--- src/hw/rtl/lcdws_pkg.sv ---
// types, codes and sequencing tables shared by the lcd write sequencer
package lcdws_pkg;

  // request codes
  localparam logic [2:0] REQ_INIT   = 3'd0;
  localparam logic [2:0] REQ_CMD    = 3'd1;
  localparam logic [2:0] REQ_CHAR   = 3'd2;
  localparam logic [2:0] REQ_CURSOR = 3'd3;
  localparam logic [2:0] REQ_CLEAR  = 3'd4;

  // configuration register indexes
  localparam logic CFG_BUS_WIDTH_8 = 1'b0;

  // lcd command bytes
  localparam logic [7:0] LCD_CMD_CLR   = 8'h01;
  localparam logic [7:0] LCD_ENTRY     = 8'h06;
  localparam logic [7:0] LCD_DISPLAY   = 8'h0C;
  localparam logic [7:0] LCD_FUNC_4BIT = 8'h28;
  localparam logic [7:0] LCD_FUNC_8BIT = 8'h38;
  localparam logic [7:0] LCD_WAKE_8BIT = 8'h30;
  localparam logic [7:0] LCD_WAKE_NIB  = 8'h03;
  localparam logic [7:0] LCD_SET_4BIT  = 8'h02;

  localparam logic [5:0] POWER_UP_WAIT_MS = 6'd40;
  localparam logic [2:0] CMD_WAIT_MS      = 3'd2;
  localparam logic [2:0] CHAR_WAIT_MS     = 3'd1;
  localparam logic [3:0] INIT4_LAST_STEP  = 4'd11;
  localparam logic [3:0] INIT8_LAST_STEP  = 4'd6;

  typedef enum logic [1:0] {
    OP_INIT,
    OP_BYTE,
    OP_ERROR
  } op_e;

  // one classified request waiting for the back end
  typedef struct packed {
    op_e        op;
    logic       bus8;
    logic       rs;
    logic [7:0] data;
    logic [2:0] after;
  } entry_t;

  // one result word
  typedef struct packed {
    logic       rs;
    logic [7:0] bus;
    logic [5:0] pre;
    logic [2:0] after;
    logic       error;
    logic       last;
  } xfer_t;

  function automatic logic [7:0] row_base(input logic [1:0] row);
    logic [7:0] b;
    case (row)
      2'd0: b = 8'h80;
      2'd1: b = 8'hC0;
      2'd2: b = 8'h94;
      default: b = 8'hD4;
    endcase
    return b;
  endfunction

  // one byte, split into nibbles on a 4-bit bus
  function automatic xfer_t byte_xfer(input entry_t e, input logic [3:0] step);
    xfer_t x;
    x.rs     = e.rs;
    x.pre    = '0;
    x.error  = 1'b0;
    if (e.bus8) begin
      x.bus   = e.data;
      x.after = e.after;
      x.last  = 1'b1;
    end else if (step == 4'd0) begin
      x.bus   = {4'h0, e.data[7:4]};
      x.after = '0;
      x.last  = 1'b0;
    end else begin
      x.bus   = {4'h0, e.data[3:0]};
      x.after = e.after;
      x.last  = 1'b1;
    end
    return x;
  endfunction

  // power-up sequence, one transfer per step
  function automatic xfer_t init_xfer(input logic bus8, input logic [3:0] step);
    xfer_t      x;
    xfer_t      nx;
    logic [7:0] cmd;
    entry_t     e;
    x.rs     = 1'b0;
    x.error  = 1'b0;
    x.pre    = (step == 4'd0) ? POWER_UP_WAIT_MS : 6'd0;
    x.bus    = '0;
    x.after  = '0;
    cmd      = '0;
    if (bus8) begin
      case (step)
        4'd0: begin x.bus = LCD_WAKE_8BIT; x.after = 3'd7; end
        4'd1: begin x.bus = LCD_WAKE_8BIT; x.after = 3'd3; end
        4'd2: begin x.bus = LCD_WAKE_8BIT; x.after = CMD_WAIT_MS; end
        4'd3: begin x.bus = LCD_FUNC_8BIT; x.after = CMD_WAIT_MS; end
        4'd4: begin x.bus = LCD_DISPLAY;   x.after = CMD_WAIT_MS; end
        4'd5: begin x.bus = LCD_ENTRY;     x.after = CMD_WAIT_MS; end
        default: begin x.bus = LCD_CMD_CLR; x.after = CMD_WAIT_MS; end
      endcase
      x.last = (step == INIT8_LAST_STEP);
    end else begin
      case (step)
        4'd0: begin x.bus = LCD_WAKE_NIB; x.after = 3'd5; end
        4'd1: begin x.bus = LCD_WAKE_NIB; x.after = 3'd1; end
        4'd2: x.bus = LCD_WAKE_NIB;
        4'd3: x.bus = LCD_SET_4BIT;
        default: begin
          case (step[2:1])
            2'd2: cmd = LCD_FUNC_4BIT;
            2'd3: cmd = LCD_DISPLAY;
            2'd0: cmd = LCD_ENTRY;
            default: cmd = LCD_CMD_CLR;
          endcase
          e.op    = OP_BYTE;
          e.bus8  = 1'b0;
          e.rs    = 1'b0;
          e.data  = cmd;
          e.after = CMD_WAIT_MS;
          nx      = byte_xfer(e, {3'd0, step[0]});
          x.bus   = nx.bus;
          x.after = nx.after;
        end
      endcase
      x.last = (step == INIT4_LAST_STEP);
    end
    return x;
  endfunction

endpackage

--- src/hw/rtl/lcdws_front.sv ---
// front end: takes requests and turns them into queue entries
module lcdws_front (
  input  logic                 in_valid_i,
  input  logic [2:0]           req_type_i,
  input  logic [7:0]           data_byte_i,
  input  logic [2:0]           row_i,
  input  logic [5:0]           col_i,
  input  logic                 bus8_i,
  input  logic                 full_i,
  output logic                 in_stall_o,
  output logic                 push_o,
  output lcdws_pkg::entry_t    entry_o
);
  import lcdws_pkg::*;

  logic known;

  assign in_stall_o = full_i;

  always_comb begin
    known         = 1'b1;
    entry_o.op    = OP_BYTE;
    entry_o.bus8  = bus8_i;
    entry_o.rs    = 1'b0;
    entry_o.data  = data_byte_i;
    entry_o.after = CMD_WAIT_MS;
    case (req_type_i)
      REQ_INIT:  entry_o.op = OP_INIT;
      REQ_CMD:   ;
      REQ_CHAR: begin
        entry_o.rs    = 1'b1;
        entry_o.after = CHAR_WAIT_MS;
      end
      REQ_CURSOR: begin
        if (row_i[2]) entry_o.op = OP_ERROR;
        entry_o.data = row_base(row_i[1:0]) + {2'b00, col_i};
      end
      REQ_CLEAR: entry_o.data = LCD_CMD_CLR;
      default:   known = 1'b0; // unknown codes are taken and dropped
    endcase
  end

  assign push_o = in_valid_i && !full_i && known;

endmodule

--- src/hw/rtl/lcdws_queue.sv ---
// small queue of classified requests between front and back end
module lcdws_queue #(
  parameter int unsigned DEPTH = 4
) (
  input  logic                 clk_i,
  input  logic                 rst_ni,
  input  logic                 push_i,
  input  lcdws_pkg::entry_t    entry_i,
  input  logic                 pop_i,
  output logic                 full_o,
  output logic                 valid_o,
  output lcdws_pkg::entry_t    entry_o
);
  import lcdws_pkg::*;

  localparam int unsigned PW = $clog2(DEPTH);
  localparam int unsigned CW = $clog2(DEPTH + 1);
  localparam logic [PW-1:0] LAST_PTR = PW'(DEPTH - 1);
  localparam logic [CW-1:0] FULL_CNT = CW'(DEPTH);

  entry_t        mem_q [DEPTH];
  logic [PW-1:0] wr_ptr_q, wr_ptr_d, rd_ptr_q, rd_ptr_d;
  logic [CW-1:0] count_q, count_d;
  logic          do_push, do_pop;

  assign full_o  = (count_q == FULL_CNT);
  assign valid_o = (count_q != '0);
  assign entry_o = mem_q[rd_ptr_q];
  assign do_push = push_i && !full_o;
  assign do_pop  = pop_i && valid_o;

  always_comb begin
    wr_ptr_d = wr_ptr_q;
    rd_ptr_d = rd_ptr_q;
    count_d  = count_q;
    if (do_push) wr_ptr_d = (wr_ptr_q == LAST_PTR) ? '0 : wr_ptr_q + 1'b1;
    if (do_pop)  rd_ptr_d = (rd_ptr_q == LAST_PTR) ? '0 : rd_ptr_q + 1'b1;
    if (do_push && !do_pop) count_d = count_q + 1'b1;
    else if (!do_push && do_pop) count_d = count_q - 1'b1;
  end

  always_ff @(posedge clk_i or negedge rst_ni) begin
    if (!rst_ni) begin
      wr_ptr_q <= '0;
      rd_ptr_q <= '0;
      count_q  <= '0;
    end else begin
      wr_ptr_q <= wr_ptr_d;
      rd_ptr_q <= rd_ptr_d;
      count_q  <= count_d;
    end
  end

  always_ff @(posedge clk_i) begin
    if (do_push) mem_q[wr_ptr_q] <= entry_i;
  end

  a_count_bound: assert property (@(posedge clk_i) disable iff (!rst_ni)
    count_q <= FULL_CNT) else $error("queue count overflow");
  a_push_grows: assert property (@(posedge clk_i) disable iff (!rst_ni)
    do_push && !do_pop |=> count_q == $past(count_q) + 1'b1)
    else $error("push lost");
  a_ptrs_meet: assert property (@(posedge clk_i) disable iff (!rst_ni)
    (count_q == '0) |-> (wr_ptr_q == rd_ptr_q)) else $error("pointer skew");

endmodule

--- src/hw/rtl/lcdws_back.sv ---
// back end: steps through the transfers of the head entry
module lcdws_back (
  input  logic                 clk_i,
  input  logic                 rst_ni,
  input  logic                 head_valid_i,
  input  lcdws_pkg::entry_t    head_i,
  output logic                 pop_o,
  input  logic                 out_stall_i,
  output logic                 out_valid_o,
  output lcdws_pkg::xfer_t     out_o
);
  import lcdws_pkg::*;

  logic [3:0] step_q, step_d;
  logic       out_valid_q, out_valid_d;
  xfer_t      out_q, cur;
  logic       fire;

  always_comb begin
    case (head_i.op)
      OP_INIT: cur = init_xfer(head_i.bus8, step_q);
      OP_BYTE: cur = byte_xfer(head_i, step_q);
      default: begin
        cur       = '0;
        cur.error = 1'b1;
        cur.last  = 1'b1;
      end
    endcase
  end

  // output register frees up when empty or taken this cycle
  assign fire  = head_valid_i && (!out_valid_q || !out_stall_i);
  assign pop_o = fire && cur.last;

  always_comb begin
    step_d      = step_q;
    out_valid_d = out_valid_q && out_stall_i;
    if (fire) begin
      step_d      = cur.last ? 4'd0 : step_q + 4'd1;
      out_valid_d = 1'b1;
    end
  end

  always_ff @(posedge clk_i or negedge rst_ni) begin
    if (!rst_ni) begin
      step_q      <= '0;
      out_valid_q <= 1'b0;
    end else begin
      step_q      <= step_d;
      out_valid_q <= out_valid_d;
    end
  end

  always_ff @(posedge clk_i) begin
    if (fire) out_q <= cur;
  end

  assign out_valid_o = out_valid_q;
  assign out_o       = out_q;

  a_step_bound: assert property (@(posedge clk_i) disable iff (!rst_ni)
    step_q <= INIT4_LAST_STEP) else $error("step out of range");
  a_error_last: assert property (@(posedge clk_i) disable iff (!rst_ni)
    out_valid_q && out_q.error |-> out_q.last && out_q.bus == '0)
    else $error("error word malformed");
  a_pre_init: assert property (@(posedge clk_i) disable iff (!rst_ni)
    out_valid_q && out_q.pre != '0 |-> out_q.pre == POWER_UP_WAIT_MS && !out_q.rs)
    else $error("bad power-up wait");
  a_step_idle: assert property (@(posedge clk_i) disable iff (!rst_ni)
    pop_o |=> step_q == 4'd0) else $error("step not rewound");

endmodule

--- src/hw/rtl/char_lcd_write_sequencer_unit.sv ---
// top level of the character lcd write sequencer
//
//  channel | direction | handshake             | payload
//  --------+-----------+-----------------------+------------------------------------
//  in      | input     | in_valid_i/in_stall_o | req_type, data_byte, row, col
//  out     | output    | out_valid_o/out_stall_i | rs_level, bus_value, wait_*, error, last
//  cfg     | input     | apb psel/penable      | bus_width_8 at byte address 0
//
//  one transfer word leaves per cycle from the back end's output register, unless
//  out_stall_i holds it or the queue is empty; an init request gives 12 words on a
//  4-bit bus and 7 on an 8-bit bus, a byte 2 or 1, a bad cursor row 1 error word;
//  unknown codes are taken and dropped; requests are taken while the queue has room,
//  so the front keeps working while a result word sits stalled at the output
//  reset clears queue, step counter, output valid and sets a 4-bit bus
module char_lcd_write_sequencer_unit #(
  parameter int unsigned QUEUE_DEPTH = 4
) (
  input  logic        clk_i,
  input  logic        rst_ni,
  // request channel
  input  logic        in_valid_i,
  output logic        in_stall_o,
  input  logic [2:0]  req_type_i,
  input  logic [7:0]  data_byte_i,
  input  logic [2:0]  row_i,
  input  logic [5:0]  col_i,
  // result channel
  output logic        out_valid_o,
  input  logic        out_stall_i,
  output logic        rs_level_o,
  output logic [7:0]  bus_value_o,
  output logic [5:0]  wait_before_ms_o,
  output logic [2:0]  wait_after_ms_o,
  output logic        error_o,
  output logic        last_o,
  // configuration port
  input  logic        psel,
  input  logic        penable,
  input  logic        pwrite,
  input  logic [2:0]  paddr,
  input  logic [31:0] pwdata,
  output logic [31:0] prdata,
  output logic        pready
);
  import lcdws_pkg::*;

  logic   bus8_q, bus8_d;
  logic   cfg_wr;
  logic   full, push, pop, head_valid;
  entry_t entry, head;
  xfer_t  xfer;

  // config register, word index taken from paddr bit 2
  assign pready = 1'b1;
  assign cfg_wr = psel && penable && pwrite && pready;
  assign bus8_d = (cfg_wr && (paddr[2] == CFG_BUS_WIDTH_8)) ? pwdata[0] : bus8_q;
  assign prdata = (paddr[2] == CFG_BUS_WIDTH_8) ? {31'd0, bus8_q} : 32'd0;

  always_ff @(posedge clk_i or negedge rst_ni) begin
    if (!rst_ni) begin
      bus8_q <= 1'b0;
    end else begin
      bus8_q <= bus8_d;
    end
  end

  // classify: the bus width is latched into each entry
  lcdws_front u_front (
    .in_valid_i (in_valid_i),
    .req_type_i (req_type_i),
    .data_byte_i(data_byte_i),
    .row_i      (row_i),
    .col_i      (col_i),
    .bus8_i     (bus8_q),
    .full_i     (full),
    .in_stall_o (in_stall_o),
    .push_o     (push),
    .entry_o    (entry)
  );

  // decouples request intake from transfer sequencing
  lcdws_queue #(
    .DEPTH(QUEUE_DEPTH)
  ) u_queue (
    .clk_i  (clk_i),
    .rst_ni (rst_ni),
    .push_i (push),
    .entry_i(entry),
    .pop_i  (pop),
    .full_o (full),
    .valid_o(head_valid),
    .entry_o(head)
  );

  // sequencer: pops the head after its last word
  lcdws_back u_back (
    .clk_i       (clk_i),
    .rst_ni      (rst_ni),
    .head_valid_i(head_valid),
    .head_i      (head),
    .pop_o       (pop),
    .out_stall_i (out_stall_i),
    .out_valid_o (out_valid_o),
    .out_o       (xfer)
  );

  assign rs_level_o       = xfer.rs;
  assign bus_value_o      = xfer.bus;
  assign wait_before_ms_o = xfer.pre;
  assign wait_after_ms_o  = xfer.after;
  assign error_o          = xfer.error;
  assign last_o           = xfer.last;

endmodule
--- config.mk ---
export PLATFORM = sky130hd
export DESIGN_NAME = char_lcd_write_sequencer_unit
export DESIGN_NICKNAME = d
export VERILOG_FILES = /design/src/hw/rtl/lcdws_pkg.sv /design/src/hw/rtl/lcdws_front.sv /design/src/hw/rtl/lcdws_queue.sv /design/src/hw/rtl/lcdws_back.sv /design/src/hw/rtl/char_lcd_write_sequencer_unit.sv
export SDC_FILE = /design/constraint.sdc
export NUM_CORES = 1
export LEC_CHECK = 0
export BUFFER_PORTS_ARGS = -buffer_cell sky130_fd_sc_hd__buf_2
export CAP_MARGIN = 20
export CORE_AREA = 4 4 123 125
export DETAILED_ROUTE_END_ITERATION = 8
export DIE_AREA = 0 0 127 129
export PLACE_DENSITY = 0.51
export SLEW_MARGIN = 25
export SYNTH_ARGS = -nofsm -noshare
export SYNTH_HDL_FRONTEND = slang
export SYNTH_SLANG_ARGS = --single-unit
--- constraint.sdc ---
create_clock -name clk_i -period 4.5 [get_ports clk_i]
set_input_delay 0 -clock clk_i [delete_from_list [all_inputs] [get_ports clk_i]]
set_output_delay 0 -clock clk_i [all_outputs]
set_load 0.01 [all_outputs]
Yosys cells after proc, flatten, opt, wreduce, memory -nomap -nowiden

Memory sizes are Yosys's and may differ from the RTL's.
Cells that the tools add are included.

Bitwise gates (word level): 1
Mux-type cells: 35
Multipliers: 0
Shift operators: 0
Eq/ne operators: 19
Div/mod/pow operators: 0
Reductions and logical operators: 28
$lt $le $gt $ge: 0
Add/subtract/negate cells: 6

Operators by type and width:

| cell                                                 | number |
|---|---|
| case mux 20 bit (2 select lines)                     | 1 |
| case mux 8 bit (2 select lines)                      | 2 |
| two-way mux 8 bit                                    | 3 |
| case mux 6 bit (4 select lines)                      | 1 |
| case mux 7 bit (3 select lines)                      | 1 |
| case mux 6 bit (3 select lines)                      | 1 |
| two-way mux 3 bit                                    | 5 |
| equality test 4 x 3 -> 1 bit (second input constant) | 3 |
| logical AND 1 bit                                    | 12 |
| two-way mux 4 bit                                    | 3 |
| equality test 2 bit (second input constant)          | 5 |
| two-way mux 2 bit                                    | 5 |
| two-way mux 1 bit                                    | 9 |
| case mux 3 bit (3 select lines)                      | 1 |
| adder 8 x 6 -> 8 bit                                 | 1 |
| equality test 4 x 2 -> 1 bit (second input constant) | 2 |
| equality test 3 x 2 -> 1 bit (second input constant) | 2 |
| equality test 3 bit (second input constant)          | 2 |
| zero test 2 bit                                      | 3 |
| two-way mux 6 bit                                    | 1 |
| case mux 3 bit (2 select lines)                      | 1 |
| zero test 1 bit                                      | 5 |
| OR reduction 5 bit                                   | 1 |
| adder 2 x 1 -> 2 bit (second input constant)         | 2 |
| 16 further kinds                                     | 17 |

Bits in writable memories: 56
Latch bits: 0
Output and inout port bits: 55
Memories: 1
Register bits: 33
Bits in read-only memories: 0

Memories:

| memory        | depth | bits a word | read ports | clocked after memory_dff | write ports | line              | RTL |
|---|---|---|---|---|---|---|---|
| u_queue.mem_q | 4     | 14          | 1          | 0                        | 1           | lcdws_queue.sv:21 | `entry_t mem_q [DEPTH];` |

Logic depth before layout (Yosys ltp)

Gate-level depths: netlist of run 1.

Depth in word-level cells: 11
Mapped depth: 14
Gate-level depth less buffers: 13

By module

From an unflattened synthesis of run 1, not the netlist that was laid out.

Cell total of the unflattened synthesis: 331
Area, all modules: 4660.7 sq um

By module, submodules not included:

| module                        | cells an instance | area each (sq um) | sequential area each (sq um) | times used |
|---|---|---|---|---|
| lcdws_queue                   | 116               | 2673.8            | 1976.9                       | 1 |
| lcdws_back                    | 122               | 1315.0            | 575.6                        | 1 |
| lcdws_front                   | 55                | 370.4             | 0.0                          | 1 |
| char_lcd_write_sequencer_unit | 38                | 301.5             | 25.0                         | 1 |

Least setup slack after synthesis of run 1

No wires, ideal clock.

Path type: register to register
From: reg u_back.step_q[0]
To: reg u_queue.count_q[2]
Clock period less this slack: 3208 ps
Setup slack: 1292 ps
Setup time: 79 ps
Data arrival time: 3129 ps
Cell stages (with the launch flop): 15
Path through: dfrtp_1 clkbuf_1 inv_1 ha_1 or3b_2 o21a_1 a311o_2 and2_4 inv_1 ha_1 inv_1 fa_1 xor2_1 nor2_1 xor2_1

RTL lines:

| what                   | line              | RTL |
|---|---|---|
| from (decl)            | lcdws_back.sv:14  | `logic [3:0] step_q, step_d;` |
| from (signal assigned) | lcdws_back.sv:49  | `step_q <= step_d;` |
| to (signal assigned)   | lcdws_queue.sv:50 | `count_q <= count_d;` |
| to (decl)              | lcdws_queue.sv:23 | `logic [CW-1:0] count_q, count_d;` |

==> results of run 1 <==
[flip-flops by register name (all words and copies together) (netlist names)]
name	count
u_queue.mem_q	52
u_back.out_o	14
u_back.step_q	4
u_queue.count_q	3
u_queue.rd_ptr_q	2
u_queue.wr_ptr_q	2
bus8_q	1
u_back.out_valid_o	1
[logic make-up after synthesis]
logic type      Yosys count
flops                    79
other cells               2
simple gates             75
fa+ha+maj                18
buf+inv                  65
xor+xnor                  6
mux                      23
compound gates           51
[cells in the final DEF, fill, tap and decap left out, types with 6 or more instances in the layout]
cell / netlist / final
sky130_fd_sc_hd__o22ai_1: 6 / 6
sky130_fd_sc_hd__dfrtp_1: 13 / 13
sky130_fd_sc_hd__mux2i_1: 6 / 6
sky130_fd_sc_hd__nor2_1: 21 / 21
sky130_fd_sc_hd__clkbuf_16: 0 / 9
sky130_fd_sc_hd__inv_1: 11 / 11
sky130_fd_sc_hd__nor3_1: 8 / 8
sky130_fd_sc_hd__buf_2: 0 / 47
sky130_fd_sc_hd__a21oi_1: 14 / 14
sky130_fd_sc_hd__ha_1: 17 / 17
sky130_fd_sc_hd__edfxtp_1: 66 / 66
sky130_fd_sc_hd__nand2_1: 17 / 17
sky130_fd_sc_hd__o21ai_0: 9 / 9
sky130_fd_sc_hd__mux4_2: 12 / 12
sky130_fd_sc_hd__conb_1: 2 / 36
[critical path, delay by kind of cell, from the launching register on]
family | cells | cell delay, ns
buffers and inverters | 2 | 0.14
muxes | 1 | 0.75
AOI/OAI and AO/OA | 2 | 0.67
DFF | 1 | 0.69
xor gates and xnor gates | 2 | 0.33
and+or+nand+nor | 2 | 0.30
adders and majority gates | 2 | 0.56
[final cells by class]
cell class	instances	area share
clock buffer	9	0.0477
clock inverter	7	0.0202
inverter	11	0.00875
multi-input combinational	209	0.329
sequential	79	0.489
tap	180	0.0477
timing repair buffer	51	0.0578
[power breakdown]
group / switching [mW] / total [mW] / internal [mW]
Sequential: 0.148 / 1.16 / 1.01
Clock: 0.323 / 0.772 / 0.448
Combinational: 0.581 / 1.05 / 0.471
Total: 1.05 / 2.99 / 1.93
[per-layer routing]
layer  wire (um)  GRT usage  up-vias
met4         112     0.0473        0
met1        3680      0.127     1165
li1            -          -     1192
met5           0          0        -
met2        3690      0.161       91
met3         454     0.0178        7
[Yosys cell counts, drive strengths merged (4+ instances only)]
library cell,count,area share
a211oi,4,0.0073
inv,11,0.010
nand2,17,0.015
buf,40,0.074
o22ai,6,0.0091
mux4,14,0.078
and2,5,0.0082
nor3,8,0.0097
edfxtp,66,0.48
ha,17,0.051
nand2b,4,0.0061
a21oi,14,0.017
and3,4,0.0061
nor2,21,0.019
dfrtp,13,0.079
o21ai,9,0.011
mux2i,6,0.015
clkbuf,14,0.013
nor2b,4,0.0061
[how the worst min path moves through the flow]
stage                  from               end  slack [ns]  cells after the start
floorplan            rst_ni            bus8_q       -0.30                      0
global placement     rst_ni  u_back.step_q[2]       -0.08                      1
CTS                 penable            bus8_q        0.02                      3
finish              penable            bus8_q        0.03                      3
detailed placement   rst_ni  u_back.step_q[2]       -0.08                      1
global route         pwrite            bus8_q        0.04                      3
==> parameters.txt, run 1 <==
Parameter                              Value

Layout
  Layout cells sized above 1    0.230
  Design Area, Final    4720 um^2
  Final non-filler cell total    546
  Filler Cells Inserted    1378
  Area added between synthesis and finish    14.2%
  Post-layout util    0.340
  Multi-input logic area    1550 um^2
  Area taken by flip-flops and latches    2310 um^2
  Total Nets Final    441
  Antenna cell count    0

Flow run
  Number of max-capacitance violations reported    0

STA
  Hold Fails Final Rpt    0
  Setup repair after global routing missed its margin    no
  PnR worst setup slack    0.955 ns
  Max Slew Vio Count    0
  Worst setup skew after layout    0.00572 ns
  Normalized max-slew margin    0.506
  Fmax achieved    0.282 GHz
  Number of setup violations in the final report    0
  Worst-Margin Slew    0.740 ns
  Fin Hold WS    0.0320 ns
  Share of the cycle needed by the critical path after routing    0.788
  Final-layout setup total negative slack    0 ns
  Final critical delay including setup and external delays    3.54 ns

GRT
  Vias in the first global route    2468
  Remaining global-route overflow    0
  Number of antenna violations at the first check in global routing    0
  Maximum number of pins on one net before global-route repair    20
  Wire length of the first global-routing pass    12500 um
  GRT Resource Usage Total    0.0985

Route
  Vias per cell    4.50
  DRC Markers    0
  First-pass detailed-route iteration total    4
  Routed length per placed instance    14.5 um
  Initial detailed-routing violation count    125
  Number of routed nets with antenna violations    0
  Total detailed-routing wirelength    7940 um
  Total via count in the routed design    2455

Floorplan
  Starting utilization of the core area    0.298
  Horizontal die dimension    127 um
  Boundary Pins    117
  Core Footprint    13900 um^2
  Overall die area    16400 um^2
  Die span in y    129 um
  Std cell rows    43

Synth
  Area fraction in compound gates after synthesis    0.0803
  Synthesized area per cell    13.0 um^2
  Xor/xnor cell area share of the yosys netlist    0.0127
  Adder-cell share of the synthesized area    0.0563
  Proportion of synthesized chip area in sequential cells    0.558
  Share of synthesized area spent on multiplexers    0.102
  Distinct cell type count after synthesis    48
  Ys Warns    0
  Top_reg_cell synth    sky130_fd_sc_hd__edfxtp_1
  Number of cells produced by synthesis    319
  Share of async-settable or async-resettable flops after synthesis    0.165
  Number of enable flip-flop cells after synthesis    66
  Area of the mapped netlist    4130 um^2
  Dominant combinational cell family by area after synthesis    multiplexers
  Fraction of the mapped netlist area in simple logic gates    0.0915
  Number of synthesized register bits    79

Status
  Status    complete, no violations

Setup path
  Capturing instance or port of the critical path    u_queue.count_q[2]
  Critical Path Slowest Stage Cell    sky130_fd_sc_hd__mux4_2
  Reg2reg setup slack    0.96 ns
  Critical register-to-register path endpoint    u_queue.count_q[2]
  Worst r2r path cells    11
  Kind of critical path    reg2reg
  Startpoint class of the critical path    flop
  Startpoint of the most critical register-to-register path    u_queue.rd_ptr_q[0]
  Critical Path RT    4.76 ns
  Biggest fanout along the worst timing path    17
  Critical Path AT    3.80 ns
  Launching instance or port of the critical path    u_queue.rd_ptr_q[0]
  Cell breakdown of the critical path    mux4_2 > o21a_1 > a311o_2 > and2_4 > inv_1 > ha_1 > inv_1 > fa_1 > xor2_1 > nor2_1 > xor2_1
  Kind of capture point of the worst setup path    flop
  Max stage delay on crit path    0.75 ns

Clocking
  Hold-fix buffer count after cts    3
  Post-CTS repair timing setup buffer count    0
  Clock tree from TritonCTS    built
  Number of cells upsized or downsized after cts    0
  Clock tree sinks    79
  Number of clock buffers inserted by TritonCTS    9
  Clk pin slew, worst setup/hold paths    0.06 ns
  H-tree depth    3
  Clk buf depth    2
  Clock latency on the worst-skew pair    0.34 ns
  Root buf cell    sky130_fd_sc_hd__clkbuf_16

Hold path
  Worst Hold Class    in2reg

Pwr
  Overall power of the completed layout    2.99 mW
  Power per standard cell area    633 nW/um^2
  Static Leak    1.86 nW
  Maximum ir drop on the vdd rail    0.215 mV

Place
  Port Buffer Count    47
  Detailed Place HPWL    5570 um
  Global placement routability congestion    0.795
  # placed instances    527
  Area after DPL    4370 um^2
  Worst Setup Slack post-DPL    0.930 ns
No activity file was read; power rests on OpenSTA's default activity.
==> run 2: changes to the inputs <==
Clock period 4.5 ns to 3.4 ns, I/O delays scaled along.
==> parameters.txt, run 2 (same netlist as run 1, synthesis figures left out) <==
Parameter                              Value

Floorplan
  Starting utilization of the core area    0.298 (unchanged)
  Overall die area    16400 um^2 (unchanged)
  Boundary Pins    117 (unchanged)
  Core Footprint    13900 um^2 (unchanged)
  Std cell rows    43 (unchanged)
  Die span in y    129 um (unchanged)
  Horizontal die dimension    127 um (unchanged)

STA
  Final-layout setup total negative slack    0 ns (unchanged)
  Fmax achieved    0.326 GHz (+16%)
  Final critical delay including setup and external delays    3.06 ns (-0.481 ns)
  Setup repair after global routing missed its margin    no
  Worst-Margin Slew    0.714 ns (-0.0258 ns)
  Worst setup skew after layout    0.00553 ns (-0.000181 ns)
  Hold Fails Final Rpt    0 (unchanged)
  Max Slew Vio Count    0 (unchanged)
  PnR worst setup slack    0.336 ns (-0.619 ns)
  Normalized max-slew margin    0.524 (+0.0172)
  Number of setup violations in the final report    0 (unchanged)
  Share of the cycle needed by the critical path after routing    0.901 (+0.113)

Layout
  Most common cell after layout, fill and taps aside    sky130_fd_sc_hd__edfxtp_1
  Most frequent cells in the layout    sky130_fd_sc_hd__edfxtp_1, sky130_fd_sc_hd__buf_2, sky130_fd_sc_hd__conb_1
  Post-layout util    0.349 (+0.00938)
  Flip-flop count of the largest register, all copies and words added    52 (unchanged)
  Layout cells sized above 1    0.260 (+0.0303)
  Design Area, Final    4850 um^2 (+2.8%)
  Total Nets Final    456 (+3.4%)
  Area added between synthesis and finish    17.3%
  Antenna cell count    0 (unchanged)
  Top register by number of flip-flops    u_queue.mem_q

Hold path
  Worst Hold Class    in2reg
  Worst hold stages    3 (unchanged)

Setup path
  Kind of critical path    reg2reg
  Startpoint class of the critical path    flop
  Category of cells accounting for the largest share of critical-path delay    simple AND/OR/NAND/NOR gates
  Worst r2r path cells    13 (+2)
  Max stage delay on crit path    0.48 ns (-0.27 ns)
  Critical Path RT    3.66 ns (-1.10 ns)
  Most common cell on crit path    sky130_fd_sc_hd__inv_1
  Cell breakdown of the critical path    inv_1 > ha_1 > or3b_2 > o21a_1 > a311o_2 > and2_4 > inv_1 > ha_1 > inv_1 > fa_1 > xor2_1 > nor2_1 > xor2_1
  Biggest fanout along the worst timing path    3 (-14)
  Cell depth of the worst setup path    13 (+2)
  Critical Path AT    3.32 ns (-0.48 ns)
  Kind of capture point of the worst setup path    flop
  Crit path buf inv count    3 (+1)
  Critical Path Slowest Stage Cell    sky130_fd_sc_hd__or3b_2

Pwr
  Overall power of the completed layout    4.16 mW (+39%)
  Static Leak    1.94 nW (+4.2%)
  Maximum ir drop on the vdd rail    0.345 mV (+60%)
  Power per standard cell area    859 nW/um^2 (+36%)

GRT
  GRT Resource Usage Total    0.102 (+0.00335)
  Remaining global-route overflow    0 (unchanged)
  Vias in the first global route    2412 (-2.3%)
  Wire length of the first global-routing pass    13000 um (+4.4%)
  Maximum number of pins on one net before global-route repair    20 (unchanged)
  Number of antenna violations at the first check in global routing    0 (unchanged)

Clocking
  Clk buf depth    2 (unchanged)
  Root buf cell    sky130_fd_sc_hd__clkbuf_16
  Number of clock buffers inserted by TritonCTS    9 (unchanged)
  H-tree depth    3 (unchanged)
  Clock latency on the worst-skew pair    0.33 ns (about the same)
  Clock tree from TritonCTS    built
  Clk pin slew, worst setup/hold paths    0.06 ns (about the same)
  Clock tree sinks    79 (unchanged)

Place
  Area after DPL    4480 um^2 (+2.6%)
  Worst Setup Slack post-DPL    0.365 ns (-0.565 ns)
  Global placement routability congestion    0.806 (+1.3%)
  Detailed Place HPWL    5850 um (+4.9%)
  Port Buffer Count    47 (unchanged)

Status
  Status    complete, no violations

Route
  Initial detailed-routing violation count    206 (+65%)
  Number of routed nets with antenna violations    0 (unchanged)
  Routed length per placed instance    14.4 um (-0.61%)
  First-pass detailed-route iteration total    4 (unchanged)
  Total detailed-routing wirelength    8100 um (+2.1%)
  Total via count in the routed design    2555 (+4.1%)
  DRC Markers    0 (unchanged)
  Vias per cell    4.55 (+1.3%)

Flow run
  Number of max-capacitance violations reported    0 (unchanged)
## run 2: cell types whose count changed in the layout (fill, tap and decap cells not counted)
cell                         change
sky130_fd_sc_hd__clkinvlp_4      +1
sky130_fd_sc_hd__buf_4          +15
sky130_fd_sc_hd__bufinv_16       +1
sky130_fd_sc_hd__inv_8           -1
sky130_fd_sc_hd__inv_6           -1
## run 2: where the power goes
group | switching (mW) | leakage (nW) | internal [mW]
logic | 0.882 | 1.00 | 0.743
registers | 0.113 | 0.772 | 1.34
clock network | 0.421 | 0.161 | 0.660
total | 1.42 | 1.94 | 2.75
## run 2: layout make-up
cell class              instances  area, um^2
inverters                      11        41.3
flip-flops and latches         79        2310
multi-input cells             209        1550
clock inverters                 7         113
clock buffers                   9         225
repair buffers                 66         385
well taps                     180         225
fillers                      1373        9030
## run 2: layer usage
metal	up-vias	GRT usage	share of wire
met2	87	0.162	0.46
met3	9	0.0224	0.064
li1	1219	-	-
met1	1240	0.138	0.47
met4	0	0.0360	0.012
met5	-	0	0
## run 2: worst min-delay path, stage by stage
cell	delay [ns]
sky130_fd_sc_hd__buf_2	0.09
sky130_fd_sc_hd__nand4b_1	0.08
sky130_fd_sc_hd__mux2_2	0.15
## run 2: per-stage QoR
stage	instances	hold slack, ns
floorplan	353	-0.296
global placement	542	-0.0735
detailed placement	542	-0.0723
CTS	561	0.0126
global route	561	0.0361
finish	561	0.0201
## run 2: worst paths after layout
path / to / startpoint / slack (ns)
max in group asynchronous: u_queue.rd_ptr_q[1] / rst_ni / 3.05
min in group asynchronous: u_back.step_q[2] / rst_ni / 0.10
setup / recovery: u_queue.count_q[2] / u_back.step_q[0] / 0.34
setup reg to reg: u_queue.count_q[2] / u_back.step_q[0] / 0.34
hold reg to reg: u_queue.count_q[2] / u_queue.count_q[2] / 0.48
hold / removal: bus8_q / penable / 0.02
## run 2: what timing repair did
action,in CTS,in global routing
setup endpoints to repair,0,0
endpoints found under the hold margin,15,0
resized for setup,0,0
hold buffers,3,0
buffers inserted,0,0
